`src/hw/rtl/saip_pkg.sv`:
```
`timescale 1ns / 1ps
package saip_pkg;

  localparam int PART_W = 16;
  localparam int KIND_W = 2;
  localparam int GX_W   = 2;

  localparam logic [KIND_W-1:0] KIND_START = 2'd0;
  localparam logic [KIND_W-1:0] KIND_END   = 2'd1;
  localparam logic [KIND_W-1:0] KIND_CLEAR = 2'd2;

  // One open interval.
  typedef struct packed {
    logic [PART_W-1:0] particle;
    logic [GX_W-1:0]   gx;
    logic              crossing;
  } entry_t;

  // One result beat.
  typedef struct packed {
    logic              has_pair;
    logic [PART_W-1:0] first;
    logic [PART_W-1:0] second;
    logic [GX_W-1:0]   gx;
    logic              crossing;
    logic              overflow;
    logic              last;
  } result_t;

  // Compare unit verdict for one stored entry.
  typedef struct packed {
    logic              same_part;
    logic              skip;
    logic [PART_W-1:0] first;
    logic [PART_W-1:0] second;
    logic [GX_W-1:0]   gx;
    logic              crossing;
  } cmp_t;

endpackage

```
`src/hw/rtl/saip_mem.sv`:
```
`timescale 1ns / 1ps
module saip_mem #(
  parameter int ACTIVE_DEPTH = 32,
  parameter int AW           = 5
) (
  input  logic              clk,
  input  logic              rd_en,
  input  logic [AW-1:0]     rd_addr,
  output saip_pkg::entry_t  rd_data,
  input  logic              wr_en,
  input  logic [AW-1:0]     wr_addr,
  input  saip_pkg::entry_t  wr_data
);
  import saip_pkg::*;

  entry_t mem_r [ACTIVE_DEPTH];
  entry_t rd_data_r;

  always_ff @(posedge clk) begin
    if (wr_en) begin
      mem_r[wr_addr] <= wr_data;
    end
  end

  always_ff @(posedge clk) begin
    if (rd_en) begin
      rd_data_r <= mem_r[rd_addr];
    end
  end

  assign rd_data = rd_data_r;

endmodule

```
`src/hw/rtl/saip_cmp.sv`:
```
`timescale 1ns / 1ps
module saip_cmp (
  input  saip_pkg::entry_t item,
  input  saip_pkg::entry_t stored,
  output saip_pkg::cmp_t   verdict
);
  import saip_pkg::*;

  logic swap;

  // stored entry with a nonzero image offset leads the pair
  assign swap = (stored.gx != '0);

  always_comb begin
    verdict.same_part = (stored.particle == item.particle);
    verdict.skip      = verdict.same_part || (swap && (stored.gx == item.gx));
    verdict.first     = swap ? stored.particle : item.particle;
    verdict.second    = swap ? item.particle : stored.particle;
    verdict.gx        = swap ? stored.gx : item.gx;
    verdict.crossing  = stored.crossing | item.crossing;
  end

endmodule

```
`src/hw/rtl/saip_seq.sv`:
```
`timescale 1ns / 1ps
module saip_seq #(
  parameter int ACTIVE_DEPTH = 32,
  parameter int AW           = 5,
  parameter int CW           = 6
) (
  input  logic                         clk,
  input  logic                         rst_n,
  input  logic                         in_valid,
  output logic                         in_ready,
  input  logic [saip_pkg::KIND_W-1:0]  in_kind,
  input  saip_pkg::entry_t             in_item,
  output saip_pkg::entry_t             item,
  input  saip_pkg::cmp_t               verdict,
  output logic                         rd_en,
  output logic [AW-1:0]                rd_addr,
  input  saip_pkg::entry_t             rd_data,
  output logic                         wr_en,
  output logic [AW-1:0]                wr_addr,
  output saip_pkg::entry_t             wr_data,
  input  logic                         slot_free,
  output logic                         push,
  output saip_pkg::result_t            push_res
);
  import saip_pkg::*;

  localparam logic [2:0] S_IDLE = 3'd0;
  localparam logic [2:0] S_WALK = 3'd1;
  localparam logic [2:0] S_FIND = 3'd2;
  localparam logic [2:0] S_MOVE = 3'd3;
  localparam logic [2:0] S_FIN  = 3'd4;

  logic [2:0]        state_r, state_nxt;
  logic [KIND_W-1:0] kind_r, kind_nxt;
  entry_t            item_r, item_nxt;
  logic              ov_r, ov_nxt;
  logic [CW-1:0]     count_r, count_nxt;
  logic [AW-1:0]     k_r, k_nxt;
  logic [AW-1:0]     j_r, j_nxt;
  logic              pend_v_r, pend_v_nxt;
  result_t           pend_r, pend_nxt;
  result_t           new_pair;
  logic              k_last;
  logic              full;

  assign in_ready = (state_r == S_IDLE);
  assign item     = item_r;
  assign k_last   = (CW'(k_r) == (count_r - 1'b1));
  assign full     = (count_r >= CW'(ACTIVE_DEPTH));

  always_comb begin
    new_pair          = '0;
    new_pair.has_pair = 1'b1;
    new_pair.first    = verdict.first;
    new_pair.second   = verdict.second;
    new_pair.gx       = verdict.gx;
    new_pair.crossing = verdict.crossing;
  end

  always_comb begin
    state_nxt  = state_r;
    kind_nxt   = kind_r;
    item_nxt   = item_r;
    ov_nxt     = ov_r;
    count_nxt  = count_r;
    k_nxt      = k_r;
    j_nxt      = j_r;
    pend_v_nxt = pend_v_r;
    pend_nxt   = pend_r;
    rd_en      = 1'b0;
    rd_addr    = '0;
    wr_en      = 1'b0;
    wr_addr    = '0;
    wr_data    = rd_data;
    push       = 1'b0;
    push_res   = pend_r;

    unique case (state_r)
      S_IDLE: begin
        if (in_valid) begin
          kind_nxt   = in_kind;
          item_nxt   = in_item;
          ov_nxt     = 1'b0;
          pend_v_nxt = 1'b0;
          k_nxt      = '0;
          state_nxt  = S_FIN;
          unique case (in_kind)
            KIND_START: begin
              if (full) begin
                ov_nxt = 1'b1;
              end else if (count_r != '0) begin
                rd_en     = 1'b1;
                state_nxt = S_WALK;
              end
            end
            KIND_END: begin
              if (count_r != '0) begin
                rd_en     = 1'b1;
                state_nxt = S_FIND;
              end
            end
            KIND_CLEAR: begin
              count_nxt = '0;
            end
            default: begin
            end
          endcase
        end
      end
      S_WALK: begin
        // a new pair must first flush the held one
        if (verdict.skip || !pend_v_r || slot_free) begin
          if (!verdict.skip) begin
            push       = pend_v_r;
            pend_nxt   = new_pair;
            pend_v_nxt = 1'b1;
          end
          if (k_last) begin
            state_nxt = S_FIN;
          end else begin
            k_nxt   = k_r + 1'b1;
            rd_en   = 1'b1;
            rd_addr = k_r + 1'b1;
          end
        end
      end
      S_FIND: begin
        if (verdict.same_part) begin
          j_nxt     = k_r;
          rd_en     = 1'b1;
          rd_addr   = AW'(count_r - 1'b1);
          state_nxt = S_MOVE;
        end else if (k_last) begin
          state_nxt = S_FIN;
        end else begin
          k_nxt   = k_r + 1'b1;
          rd_en   = 1'b1;
          rd_addr = k_r + 1'b1;
        end
      end
      S_MOVE: begin
        // tail entry fills the hole
        wr_en     = 1'b1;
        wr_addr   = j_r;
        wr_data   = rd_data;
        count_nxt = count_r - 1'b1;
        state_nxt = S_FIN;
      end
      S_FIN: begin
        if (slot_free) begin
          push = 1'b1;
          if (pend_v_r) begin
            push_res      = pend_r;
            push_res.last = 1'b1;
          end else begin
            push_res          = '0;
            push_res.overflow = ov_r;
            push_res.last     = 1'b1;
          end
          pend_v_nxt = 1'b0;
          if ((kind_r == KIND_START) && !ov_r) begin
            wr_en     = 1'b1;
            wr_addr   = AW'(count_r);
            wr_data   = item_r;
            count_nxt = count_r + 1'b1;
          end
          state_nxt = S_IDLE;
        end
      end
      default: begin
        state_nxt = S_IDLE;
      end
    endcase
  end

  always_ff @(posedge clk) begin
    if (!rst_n) begin
      state_r  <= S_IDLE;
      count_r  <= '0;
      pend_v_r <= 1'b0;
    end else begin
      state_r  <= state_nxt;
      count_r  <= count_nxt;
      pend_v_r <= pend_v_nxt;
    end
  end

  always_ff @(posedge clk) begin
    kind_r <= kind_nxt;
    item_r <= item_nxt;
    ov_r   <= ov_nxt;
    k_r    <= k_nxt;
    j_r    <= j_nxt;
    pend_r <= pend_nxt;
  end

endmodule

```
`src/hw/rtl/sweep_active_interval_pairing.sv`:
```
// A start walks the open intervals one entry at a time and gives a result for each pair;
//   an end searches the list for its particle; clear and dropped starts give one result, no pair.
// One item is in flight at a time: a new item is accepted only after the last one's final
//   result is pushed, as the active-list memory has one read port.
// Reset (rst_n low, synchronous): list emptied, sequencer idle, output beat dropped;
//   stored entries are not cleared, so there is no clearing pass.
`timescale 1ns / 1ps
module sweep_active_interval_pairing #(
  parameter int ACTIVE_DEPTH  = 32,
  parameter int PARTICLE_BITS = 16
) (
  input  logic        clk,
  input  logic        rst_n,
  input  logic        in_tvalid,
  output logic        in_tready,
  input  logic [23:0] in_tdata,   // [15:0] particle, [17:16] ghost_x, [18] crossing, rest zero
  input  logic [1:0]  in_tuser,   // [1:0] kind
  output logic        out_tvalid,
  input  logic        out_tready,
  output logic [39:0] out_tdata,  // [15:0] first_particle, [31:16] second_particle,
                                  // [33:32] pair_ghost_x, [34] pair_crossing, rest zero
  output logic [1:0]  out_tuser,  // [0] has_pair, [1] overflow
  output logic        out_tlast   // last
);
  import saip_pkg::*;

  localparam int AW = $clog2(ACTIVE_DEPTH);
  localparam int CW = $clog2(ACTIVE_DEPTH + 1);
  // ids keep only their low PARTICLE_BITS bits
  localparam logic [PART_W-1:0] PMASK = (PARTICLE_BITS >= PART_W) ? {PART_W{1'b1}} :
                                        PART_W'((64'd1 << PARTICLE_BITS) - 64'd1);

  entry_t          in_item;
  entry_t          item;
  entry_t          rd_data;
  entry_t          wr_data;
  cmp_t            verdict;
  logic            rd_en;
  logic [AW-1:0]   rd_addr;
  logic            wr_en;
  logic [AW-1:0]   wr_addr;
  logic            slot_free;
  logic            push;
  result_t         push_res;
  logic            out_v_r;
  result_t         out_r;

  always_comb begin
    in_item.particle = in_tdata[15:0] & PMASK;
    in_item.gx       = in_tdata[17:16];
    in_item.crossing = in_tdata[18];
  end

  // Sequencer: accept, walk the list, hold back one pair so the
  // final one can carry last.
  saip_seq #(
    .ACTIVE_DEPTH (ACTIVE_DEPTH),
    .AW           (AW),
    .CW           (CW)
  ) u_seq (
    .clk       (clk),
    .rst_n     (rst_n),
    .in_valid  (in_tvalid),
    .in_ready  (in_tready),
    .in_kind   (in_tuser),
    .in_item   (in_item),
    .item      (item),
    .verdict   (verdict),
    .rd_en     (rd_en),
    .rd_addr   (rd_addr),
    .rd_data   (rd_data),
    .wr_en     (wr_en),
    .wr_addr   (wr_addr),
    .wr_data   (wr_data),
    .slot_free (slot_free),
    .push      (push),
    .push_res  (push_res)
  );

  // Active list, registered read.
  saip_mem #(
    .ACTIVE_DEPTH (ACTIVE_DEPTH),
    .AW           (AW)
  ) u_mem (
    .clk     (clk),
    .rd_en   (rd_en),
    .rd_addr (rd_addr),
    .rd_data (rd_data),
    .wr_en   (wr_en),
    .wr_addr (wr_addr),
    .wr_data (wr_data)
  );

  // Shared compare unit: pairing rule for walks, id match for end search.
  saip_cmp u_cmp (
    .item    (item),
    .stored  (rd_data),
    .verdict (verdict)
  );

  // Output register; refills in the cycle the held beat drains.
  assign slot_free = !out_v_r || out_tready;

  always_ff @(posedge clk) begin
    if (!rst_n) begin
      out_v_r <= 1'b0;
    end else if (push) begin
      out_v_r <= 1'b1;
    end else if (out_tready) begin
      out_v_r <= 1'b0;
    end
  end

  always_ff @(posedge clk) begin
    if (push) begin
      out_r <= push_res;
    end
  end

  assign out_tvalid = out_v_r;
  assign out_tdata  = {5'd0, out_r.crossing, out_r.gx, out_r.second, out_r.first};
  assign out_tuser  = {out_r.overflow, out_r.has_pair};
  assign out_tlast  = out_r.last;

endmodule

```
`config.mk`:
```
export PLATFORM = sky130hd
export DESIGN_NAME = sweep_active_interval_pairing
export DESIGN_NICKNAME = d
export VERILOG_FILES = /design/src/hw/rtl/saip_pkg.sv /design/src/hw/rtl/saip_mem.sv /design/src/hw/rtl/saip_cmp.sv /design/src/hw/rtl/saip_seq.sv /design/src/hw/rtl/sweep_active_interval_pairing.sv
export SDC_FILE = /design/constraint.sdc
export NUM_CORES = 1
export LEC_CHECK = 0
export BUFFER_PORTS_ARGS = -buffer_cell sky130_fd_sc_hd__buf_2
export CORE_ASPECT_RATIO = 0.8
export CORE_UTILIZATION = 30
export CTS_CLUSTER_DIAMETER = 50
export DETAILED_ROUTE_END_ITERATION = 7
export GPL_ROUTABILITY_DRIVEN = 0
export PLACE_DENSITY_LB_ADDON = 0.12
export SETUP_SLACK_MARGIN = 0.5
export SYNTH_ARGS = -nofsm -noshare
export SYNTH_HDL_FRONTEND = slang
export SYNTH_SLANG_ARGS = --single-unit
```
`constraint.sdc`:
```
create_clock -name clk -period 10 [get_ports clk]
set_input_delay 0 -clock clk [delete_from_list [all_inputs] [get_ports clk]]
set_output_delay 0 -clock clk [all_outputs]
set_load 0.005 [all_outputs]
```
==> impl_metrics.ini, run 1 <==
[run_status]
status = finished, violations left
violations = design-rule violations

[drt]
detail_route.vias_per_cell = 5.012
routed-wl-met2_mm = 39.84
routed_wl_mm = 88.08
wl_met1_mm = 41.55
antenna_left = 0
wl_per_cell_um = 24.51
highest_layer = met4
drt_first_pass_iters = 7
drtIter0Drc = 1499
vias = 18010
dr_wl_met3_mm = 4.549
drc = 1

[min_path]
min_path_type = input port to flip-flop
hold_path_depth = 2

[setup_path]
reg2reg_depth = 16
criticalPathCategory = flip-flop to flip-flop
worstPathMaxFanout = 37
startpoint_type = flip-flop
cp.arrival_ns = 6.30
end_kind = flip-flop
worstPathRequired_ns = 10.36

[yosys]
yosysWarnings = 0
syn_area_um2 = 30390
syn_area_per_cell_um2 = 14.35
ys_ff_latch = 743
ys_seq_area_share_pct = 73.07
postSynthCellCount = 2117
synth_edf_count = 732
ys.flop_type = edfxtp_1
ys_types = 79
synthArstFlopShare_pct = 0

[cts]
clkTransAtPathRegs_ns = 0.06
cts_tree = built
root_buffer = clkbuf_16
numCtsBuffers = 80
clk_latency_ns = 0.65
post-cts-setup-buffer-count = 0
ctsLongestPathBuffers = 3
clock_sinks = 743
htreeDepth = 3
cts_resized = 0

[sta]
whs_ns = 0.06380
worst_pin_slew_ns = 1.270
setup_violations = 0
finClkSkew_ns = 0.02812
worst_slack_ns = 4.053
min_period_ns = 5.947
drv_slew = 0
fin_crit_sh_pct = 59.47
hold_viol = 0
rsz0062_at_grt = no
fmax_mhz = 168.1
finalSetupTns_ns = 0
maxSlewHeadroom_pct = 15.11

[floorplan]
die_h_um = 286.7
die-area_um2 = 102600
ios = 75
fp.dieW_um = 357.8
initial_utilization_pct = 30.25
row_count = 104
core_um2 = 100500

[global_route]
antenna_found_initial = 2
overflow = 0
grt_first_pass_wirelength_mm = 125.7
grt.total_usage_pct = 17.12
grt_start_max_net_pins = 140
grt_pass1_vias = 17610

[cells_and_area]
nFillCells = 9690
num_antenna_cells = 0
multi_input_area_um2 = 7764
final_layout_size_suffix_gt1_share_pct = 14.19
regArea_um2 = 22200
nets = 2244
layout.cells.non_filler = 3594
area_delta_synth_final_pct = 15.50

[placement]
numPortBuffers = 64
place_inst = 3428
dp_hpwl_mm = 51.29
dp_slack_ns = 4.046

[power]
vdd_drop_max_mv = 0.1359
pwr_density_cell_nw_per_um2 = 193.7
power_leakage_nw = 11.72

[run]
max_cap_violations = 0
-- Yosys cell counts, types with 17 or more instances --
cell type  number  area share (%)
a31oi_1        44            0.91
a32oi_1        21            0.61
buf_2          39            0.64
clkbuf_1       56            0.69
edfxtp_1      732              72
inv_1          17            0.21
mux2_2         34             1.3
mux2i_1       142             4.7
nand2_1       434             5.4
nand3_1       164             2.7
nand4_1        36            0.74
nor2_1         62            0.77
nor2b_1        41            0.84
o21ai_0        23            0.38
xor2_1         21            0.61
-- layout make-up --
cell class | count | share of cell area, %
flip-flops and latches | 743 | 63.26
multi-input cells | 1238 | 22.12
clock buffers | 101 | 6.111
well taps | 1325 | 4.724
repair buffers | 129 | 2.510
clock inverters | 41 | 1.091
inverters | 17 | 0.1818
-- cell families after synthesis --
group / synth area share [%]
xor+xnor: 0.9800
simple gates: 11.76
compound gates: 5.670
other cells: 0.01234
fa+ha+maj: 0.2059
mux: 5.938
buf+inv: 2.364
flops: 73.07
-- flip-flops by register name, indices dropped and copies added (netlist names) --
signal and count:
out_tuser 2, u_seq.pend_v_r 1, u_mem.mem_r 608, u_seq.ov_r 1, u_seq.item 19, out_tdata 35
out_tvalid 1, u_seq.pend_r 35, out_tlast 1, u_seq.state_r 3, u_seq.kind_r 2, u_seq.k_r 5
u_seq.j_r 5, u_seq.count_r 6, u_mem.rd_data 19
-- worst max-delay path: stages (launching register included) --
cell and delay [ns]:
dfxtp_1 0.55, inv_1 0.20, ha_1 0.43, xnor2_1 0.16, a211oi_1 0.23, o211ai_1 0.26
nor2_4 0.40, inv_1 0.23, ha_1 0.27, nand2_1 0.09, mux2_2 0.37, nand2_4 0.36
nor2_4 0.72, buf_4 0.51, a221oi_1 0.17, a22oi_1 0.43, o211ai_1 0.20
-- per-stage QoR --
| step | instance area [um^2] | power [mW] | utilization, % |
|---|---|---|---|
| floorplan | 30400 | 3.794 | - |
| global placement | 32330 | 3.941 | 32.18 |
| detailed placement | 32330 | 3.948 | 32.18 |
| CTS | 35090 | 6.881 | 34.94 |
| global route | 35090 | 7.017 | 34.94 |
| finish | 35090 | 6.797 | 34.94 |
-- path summary, 6_finish.rpt --
check | from | end | slack (ns)
max | u_seq.count_r[0] | u_mem.rd_data[12] | 4.05
min | in_tdata[8] | u_seq.item[11] | 0.06
max reg2reg | u_seq.count_r[0] | u_mem.rd_data[12] | 4.05
min reg2reg | u_seq.pend_r[32] | out_tdata[11] | 0.54
-- where the power goes --
group,internal (mW),switching (mW),total [mW]
combinational,0.102,0.243,0.345
clock,1.68,1.24,2.92
sequential,3.50,0.0328,3.54
-- timing repair --
item / 4_1_cts / 5_1_grt
hold buffers: 24 / 0
setup endpoints to repair: 0 / 0
hold endpoints to repair: 33 / 0
-- placed cells by master, fill, tap and decap left out, types with 15 or more instances in the layout --
| cell type | Yosys | final |
|---|---|---|
| edfxtp_1 | 732 | 732 |
| nand2_1 | 434 | 433 |
| nand3_1 | 164 | 164 |
| mux2i_1 | 142 | 142 |
| clkbuf_16 | 0 | 83 |
| buf_2 | 39 | 64 |
| a31oi_1 | 44 | 44 |
| nor2b_1 | 41 | 41 |
| buf_4 | 11 | 40 |
| nand4_1 | 36 | 36 |
| mux2_2 | 34 | 34 |
| nor2_4 | 3 | 28 |
| nor2_1 | 62 | 25 |
| dlygate4sd3_1 | 0 | 24 |
| xor2_1 | 21 | 21 |
| o21ai_0 | 23 | 21 |
| a32oi_1 | 21 | 20 |
| clkbuf_1 | 56 | 18 |
| inv_1 | 17 | 17 |
| clkinv_1 | 0 | 16 |
| nor2_2 | 3 | 15 |
-- routing by layer --
| metal | vias up | global-route usage (%) |
|---|---|---|
| li1 | 8184 | - |
| met1 | 9261 | 24.48 |
| met5 | - | 0 |
| met4 | 0 | 4.660 |
| met2 | 442 | 26.47 |
| met3 | 126 | 3.288 |
No activity file was read; power rests on OpenSTA's default activity.
==> run 2, diff against run 1 <==
clock period = 5.91 ns   (was 10 ns; I/O delays follow)
==> run 2 against run 1 <==
  * The run still ends with design-rule violations left
  * Count of clock-buffer cells in the layout increased by 5
  * Largest cell class unchanged
  * Sequential share of layout area decreased by 0.77 points
  * Fmax increased by 18%
  * Worst setup slack got worse by 3.2 ns
  * Utilization increased by 0.43 points
  * Routed wire length increased by 0.52%
  * First-iteration DRC count increased by 15%
  * Combinational power increased by 75%
  * Critical endpoint is now u_mem.rd_data[4]
  * Via count increased by 1.5%
  * Register-to-register slack got worse by 3.2 ns
==> impl_metrics.ini, run 2 (synthesized netlist as in run 1, its figures left out) <==
[sta]
min_period_ns = 5.021
hold_viol = 0
fmax_mhz = 199.2
fin_crit_sh_pct = 84.96
rsz0062_at_grt = no
maxSlewHeadroom_pct = 18.02
drv_slew = 0
worst_pin_slew_ns = 1.227
finalSetupTns_ns = 0
finClkSkew_ns = 0.03050
setup_violations = 0

[global_route]
antenna_found_initial = 0
grt_pass1_vias = 17870
grt.total_usage_pct = 17.22
grt_first_pass_wirelength_mm = 126.6
grt_start_max_net_pins = 85
overflow = 0

[cts]
clk_latency_ns = 0.66
htreeDepth = 3
numCtsBuffers = 83
clkTransAtPathRegs_ns = 0.06
ctsLongestPathBuffers = 3
cts_resized = 0
root_buffer = clkbuf_16
clock_sinks = 743
cts_tree = built

[drt]
drtIter0Drc = 1718
routed_wl_mm = 88.53
antenna_left = 0
detail_route.vias_per_cell = 5.008
vias = 18280
drc = 2
wl_per_cell_um = 24.26
drt_first_pass_iters = 8

[cells_and_area]
largest_reg_flops = 608
area_delta_synth_final_pct = 16.92
regMostFlops = u_mem.mem_r
final_layout_size_suffix_gt1_share_pct = 15.88
final_common_cell = edfxtp_1
finish.instance_area_um2 = 35530
nets = 2293
mostFrequentLayoutCells = edfxtp_1 (732), nand2_1 (433), nand3_1 (164), mux2i_1 (142), clkbuf_16 (84)

[placement]
numPortBuffers = 64
dp_hpwl_mm = 53.88
placed_area_um2 = 32750

[setup_path]
worstPathRequired_ns = 6.29
end_kind = flip-flop
cp.arrival_ns = 5.40
worstPathMaxFanout = 21
criticalPathCategory = flip-flop to flip-flop
startpoint_type = flip-flop

[power]
p_sw_share_pct = 22.64
vdd_drop_max_mv = 0.2316
power_leakage_nw = 11.98
intPower_mw = 8.879
clkPwrFrac_pct = 42.6
seqPwrFrac_pct = 52.1
pwr_density_cell_nw_per_um2 = 323.1
switchingPower_mw = 2.598
pwr-share-comb_pct = 5.3

[floorplan]
row_count = 104
fp.dieW_um = 357.8
initial_utilization_pct = 30.25
die_h_um = 286.7
die-area_um2 = 102600
core_um2 = 100500
ios = 75

[min_path]
min_path_type = input port to flip-flop

[run]
max_cap_violations = 0

[run_status]
violations = design-rule violations
status = finished, violations left
-- run 2: cell types whose count changed in the layout (fill, tap and decap cells not counted), moves of 3 or more --
cell       delta
buf_4        +36
buf_12       +10
nor2_2        +7
nor2_4        -7
clkinv_1      +4
bufinv_16     -3
clkbuf_1      +3
clkinv_4      +3
-- run 2: per-stage QoR --
step                      cells  worst slack, ns  total power, mW  hold slack (ns)  utilization (%)
after floorplan            2121            2.100            6.419          0.09887                -
after global placement     3472            1.021            6.689           0.1760            32.60
after detailed placement   3472           0.8508            6.698           0.1818            32.60
after CTS                  3646           0.8491            11.62          0.02015            35.35
after global routing       3648           0.5482            11.85          0.04173            35.36
final                      3649           0.8890            11.48          0.06504            35.36
-- run 2: critical path, stage by stage (launching register included) --
cell       delay, ns
dfxtp_1         0.53
inv_1           0.22
ha_1            0.44
xnor2_1         0.17
a211oi_1        0.25
o211ai_1        0.26
nor2_4          0.38
inv_1           0.18
ha_1            0.27
nand2_1         0.09
mux2i_1         0.19
nor2_4          0.36
buf_12          0.24
buf_12          0.21
mux2i_1         0.21
mux2i_1         0.11
o2111ai_1       0.44
nand4_1         0.15
-- run 2: per-layer routing --
metal / global-route usage (%) / wire [um] / vias up
met1: 24.97 / 42530 / 9420
met2: 27.09 / 40550 / 461
met5: 0 / 0 / -
met3: 2.792 / 4022 / 97
met4: 3.606 / 1431 / 0
li1: - / - / 8298
-- run 2: what timing repair did --
item                                    CTS  global route
endpoints found under the hold margin    38             0
setup buffers                             0             2
endpoints found under the setup margin    0             1
hold buffers                             24             0
-- run 2: path summary, 6_finish.rpt --
path,from,to,slack (ns),cells past startpoint
max,u_seq.count_r[0],u_mem.rd_data[4],0.89,17
max reg2reg,u_seq.count_r[0],u_mem.rd_data[4],0.89,17
min,in_tdata[5],u_seq.item[8],0.07,2
min reg2reg,u_seq.pend_r[8],out_tdata[19],0.54,1
-- run 2: layout make-up --
cell class / count / area (um^2)
well taps: 1325 / 1658
inverters: 17 / 63.81
diodes: 1 / 2.502
fillers: 9709 / 64930
multi-input cells: 1238 / 7729
flip-flops and latches: 743 / 22200
repair buffers: 175 / 1351
clock inverters: 44 / 325.3
clock buffers: 106 / 2195
-- run 2: power groups by stage --
stage | clock [mW] | sequential (mW) | combinational (mW)
after global placement | 0 | 6.09 | 0.594
after CTS | 5.01 | 5.99 | 0.617
after floorplan | 0 | 6.07 | 0.344
after global routing | 5.20 | 5.99 | 0.660
final | 4.89 | 5.98 | 0.604
after detailed placement | 0 | 6.10 | 0.602
==> run 3, diff against run 2 <==
ABC_AREA = 1   (was default)
clock period = 4.95 ns   (was 5.91 ns; I/O delays follow)
==> run 3 against run 2 <==
  * The run now ends clean
  * Routed wire length rose by 3.3%
  * Utilization rose by 0.15 points
  * Final cell count rose by 18%
  * Synthesized area rose by 3.8%
  * Flip-flop and latch count did not move
  * Global-route usage rose by 0.074 points
  * Die area rose by 3.8%
  * Sequential power rose by 38%
  * Register-to-register slack barely moved
  * Combinational power rose to 6.8 times the previous value
  * Power rose by 62%
  * Non-clock buffer count fell by 3
==> impl_metrics.ini, run 3 <==
[sta]
maxSlewHeadroom_pct = 18.65
min_period_ns = 4.055
finalSetupTns_ns = 0
setup_violations = 0
rsz0062_at_grt = no
worst_pin_slew_ns = 1.220
drv_slew = 0
hold_viol = 0
finClkSkew_ns = 0.02408
fmax_mhz = 246.6
fin_crit_sh_pct = 81.91

[placement]
dp_hpwl_mm = 51.45
numPortBuffers = 64

[yosys]
ys_ff_latch = 743
ys.flop_type = edfxtp_1
synth_commonest_cells = nand3_1 (745), edfxtp_1 (732), nand2_1 (644), inv_1 (144), nor2_1 (106)
syn_area_um2 = 31550
yosysWarnings = 0
synth_area_leaders = edfxtp_1 (70%), nand3_1 (12%), nand2_1 (7.7%)
ys_seq_area_share_pct = 70.38
synth_top_area_cell = edfxtp_1
syn_area_per_cell_um2 = 11.43
postSynthCellCount = 2761
yosysTopAreaCellShare_pct = 69.68
ys_types = 42
yosysMostFrequentCell = nand3_1
synthArstFlopShare_pct = 0
synth_edf_count = 732

[floorplan]
fp.dieW_um = 364.5
row_count = 105
core_um2 = 103400
die-area_um2 = 106500
initial_utilization_pct = 30.51
die_h_um = 292.0
ios = 75

[run]
max_cap_violations = 0

[setup_path]
crit_top_cell = nand2_1
worstPathRequired_ns = 5.46
cp_num_buf_inv = 6
end_kind = flip-flop
crit_chain = inv_2, ha_1, inv_1, nand2_1, nand3_1, nand2_1, inv_1, nand2_1, nor2_2, nand3_4, ha_1, inv_1, nand2_1, nand3_4, nand2_8, inv_2, buf_4, nand2_1, nand3_1, nand3_1, nand3_1, nand3_1, nand2_1
slowest_delay_ns = 0.55
criticalPathCategory = flip-flop to flip-flop
cp.arrival_ns = 4.57
cp_top_family = simple AND/OR/NAND/NOR gates
worstPathMaxFanout = 25
slowest_stage = inv_2
startpoint_type = flip-flop

[global_route]
grt_first_pass_wirelength_mm = 137.3
grt_pass1_vias = 21020
met3_usage_pct = 3.085
grt_use_met1_pct = 24.40
grt_most_used_layer = met2
use_met2_pct = 27.30
antenna_found_initial = 0
overflow = 0
grt_start_max_net_pins = 123
grt.total_usage_pct = 17.30

[cts]
cts_tree = built
root_buffer = clkbuf_16
clkTransAtPathRegs_ns = 0.06
htreeDepth = 3
clock_sinks = 743
numCtsBuffers = 82
ctsLongestPathBuffers = 3
clk_latency_ns = 0.66
post-cts-setup-buffer-count = 0

[run_status]
status = complete, no violations

[drt]
drtIter0Drc = 1657
drt_first_pass_iters = 5
antenna_left = 0
routed_wl_mm = 91.43
vias = 21240
drc = 0
detail_route.vias_per_cell = 4.926
wl_per_cell_um = 21.20

[cells_and_area]
regMostFlops = u_mem.mem_r
nets = 2886
final_layout_size_suffix_gt1_share_pct = 12.91
area_delta_synth_final_pct = 16.39
nFillCells = 10230
largest_reg_flops = 608
num_antenna_cells = 0
fin_util_pct = 35.51
mostFrequentLayoutCells = nand3_1 (744), edfxtp_1 (732), nand2_1 (642), inv_1 (144), clkbuf_16 (84)
final_common_cell = nand3_1

[min_path]
min_path_type = input port to flip-flop

[power]
pwr_density_cell_nw_per_um2 = 505.8
vdd_drop_max_mv = 0.3000
power_leakage_nw = 13.13
[run 3: cell types whose count changed after synthesis, sizes merged, moves of 21 or more]
| cell | before | now |
|---|---|---|
| nor2 | 68 | 119 |
| nand3b | 1 | 40 |
| nand3 | 164 | 748 |
| inv | 17 | 164 |
| o21ai | 25 | 66 |
| mux2i | 142 | 0 |
| nand2 | 434 | 653 |
| a31oi | 44 | 2 |
| mux2 | 34 | 0 |
| nand4 | 36 | 3 |
| buf | 67 | 122 |
| nor2b | 41 | 0 |
| a32oi | 21 | 0 |
[run 3: layout make-up]
cell class                 instances  area (um^2)  area share, %
timing repair buffer             172         1344          3.660
inverter                         165        619.3          1.687
tap                             1391         1740          4.740
clock inverter                    53        543.0          1.479
sequential                       743        22200          60.47
clock buffer                     101         2166          5.899
multi-input combinational       1687         8102          22.07
[run 3: kinds of logic (layout without fill, tap and decap cells)]
logic type	Yosys count	in the layout	share of synthesized area, %
xor gates and xnor gates	4	4	0.1110
buffers and inverters	335	491	4.783
other	1	5	0.01189
and+or+nand+nor	1573	1573	22.75
AOI/OAI and AO/OA	100	100	1.769
adders and majority gates	5	5	0.1983
DFF	743	743	70.38
[run 3: worst paths after layout]
| kind | depth (start not counted) | startpoint | slack [ns] | to |
|---|---|---|---|---|
| setup reg to reg | 23 | u_seq.count_r[0] | 0.90 | u_mem.rd_data[1] |
| hold reg to reg | 2 | u_seq.pend_r[6] | 0.55 | out_tdata[17] |
| hold / removal | 2 | in_tdata[11] | 0.05 | u_seq.item[14] |
| setup / recovery | 23 | u_seq.count_r[0] | 0.90 | u_mem.rd_data[1] |
[run 3: metrics by stage]
stage | cells | power, mW | hold slack [ns] | instance area (um^2) | setup slack (ns)
4_1_cts | 4312 | 18.82 | 0.002702 | 36720 | 0.8649
3_5_place_dp | 4133 | 12.55 | 0.1787 | 33760 | 0.8892
5_1_grt | 4312 | 19.48 | 0.01014 | 36720 | 0.5857
6_report | 4312 | 18.57 | 0.05209 | 36720 | 0.8955
2_1_floorplan | 2765 | 10.86 | 0.09887 | 31570 | 1.276
3_3_place_gp | 4133 | 12.48 | 0.1788 | 33760 | 0.8921
[run 3: routing by layer]
metal  vias to the layer above  wire (um)
met3                       121       4599
met4                         0       2078
met5                         -          0
met1                     10710      42760
met2                       498      41980
li1                       9911          -
[run 3: repair_timing]
item | CTS | global route
endpoints found under the setup margin | 0 | 0
resized for setup | 0 | 0
hold buffers | 25 | 0
endpoints found under the hold margin | 39 | 0
[run 3: where the power goes]
group          internal [mW]  switching, mW
combinational           1.06           3.03
clock                   3.61           2.60
sequential              8.04          0.229
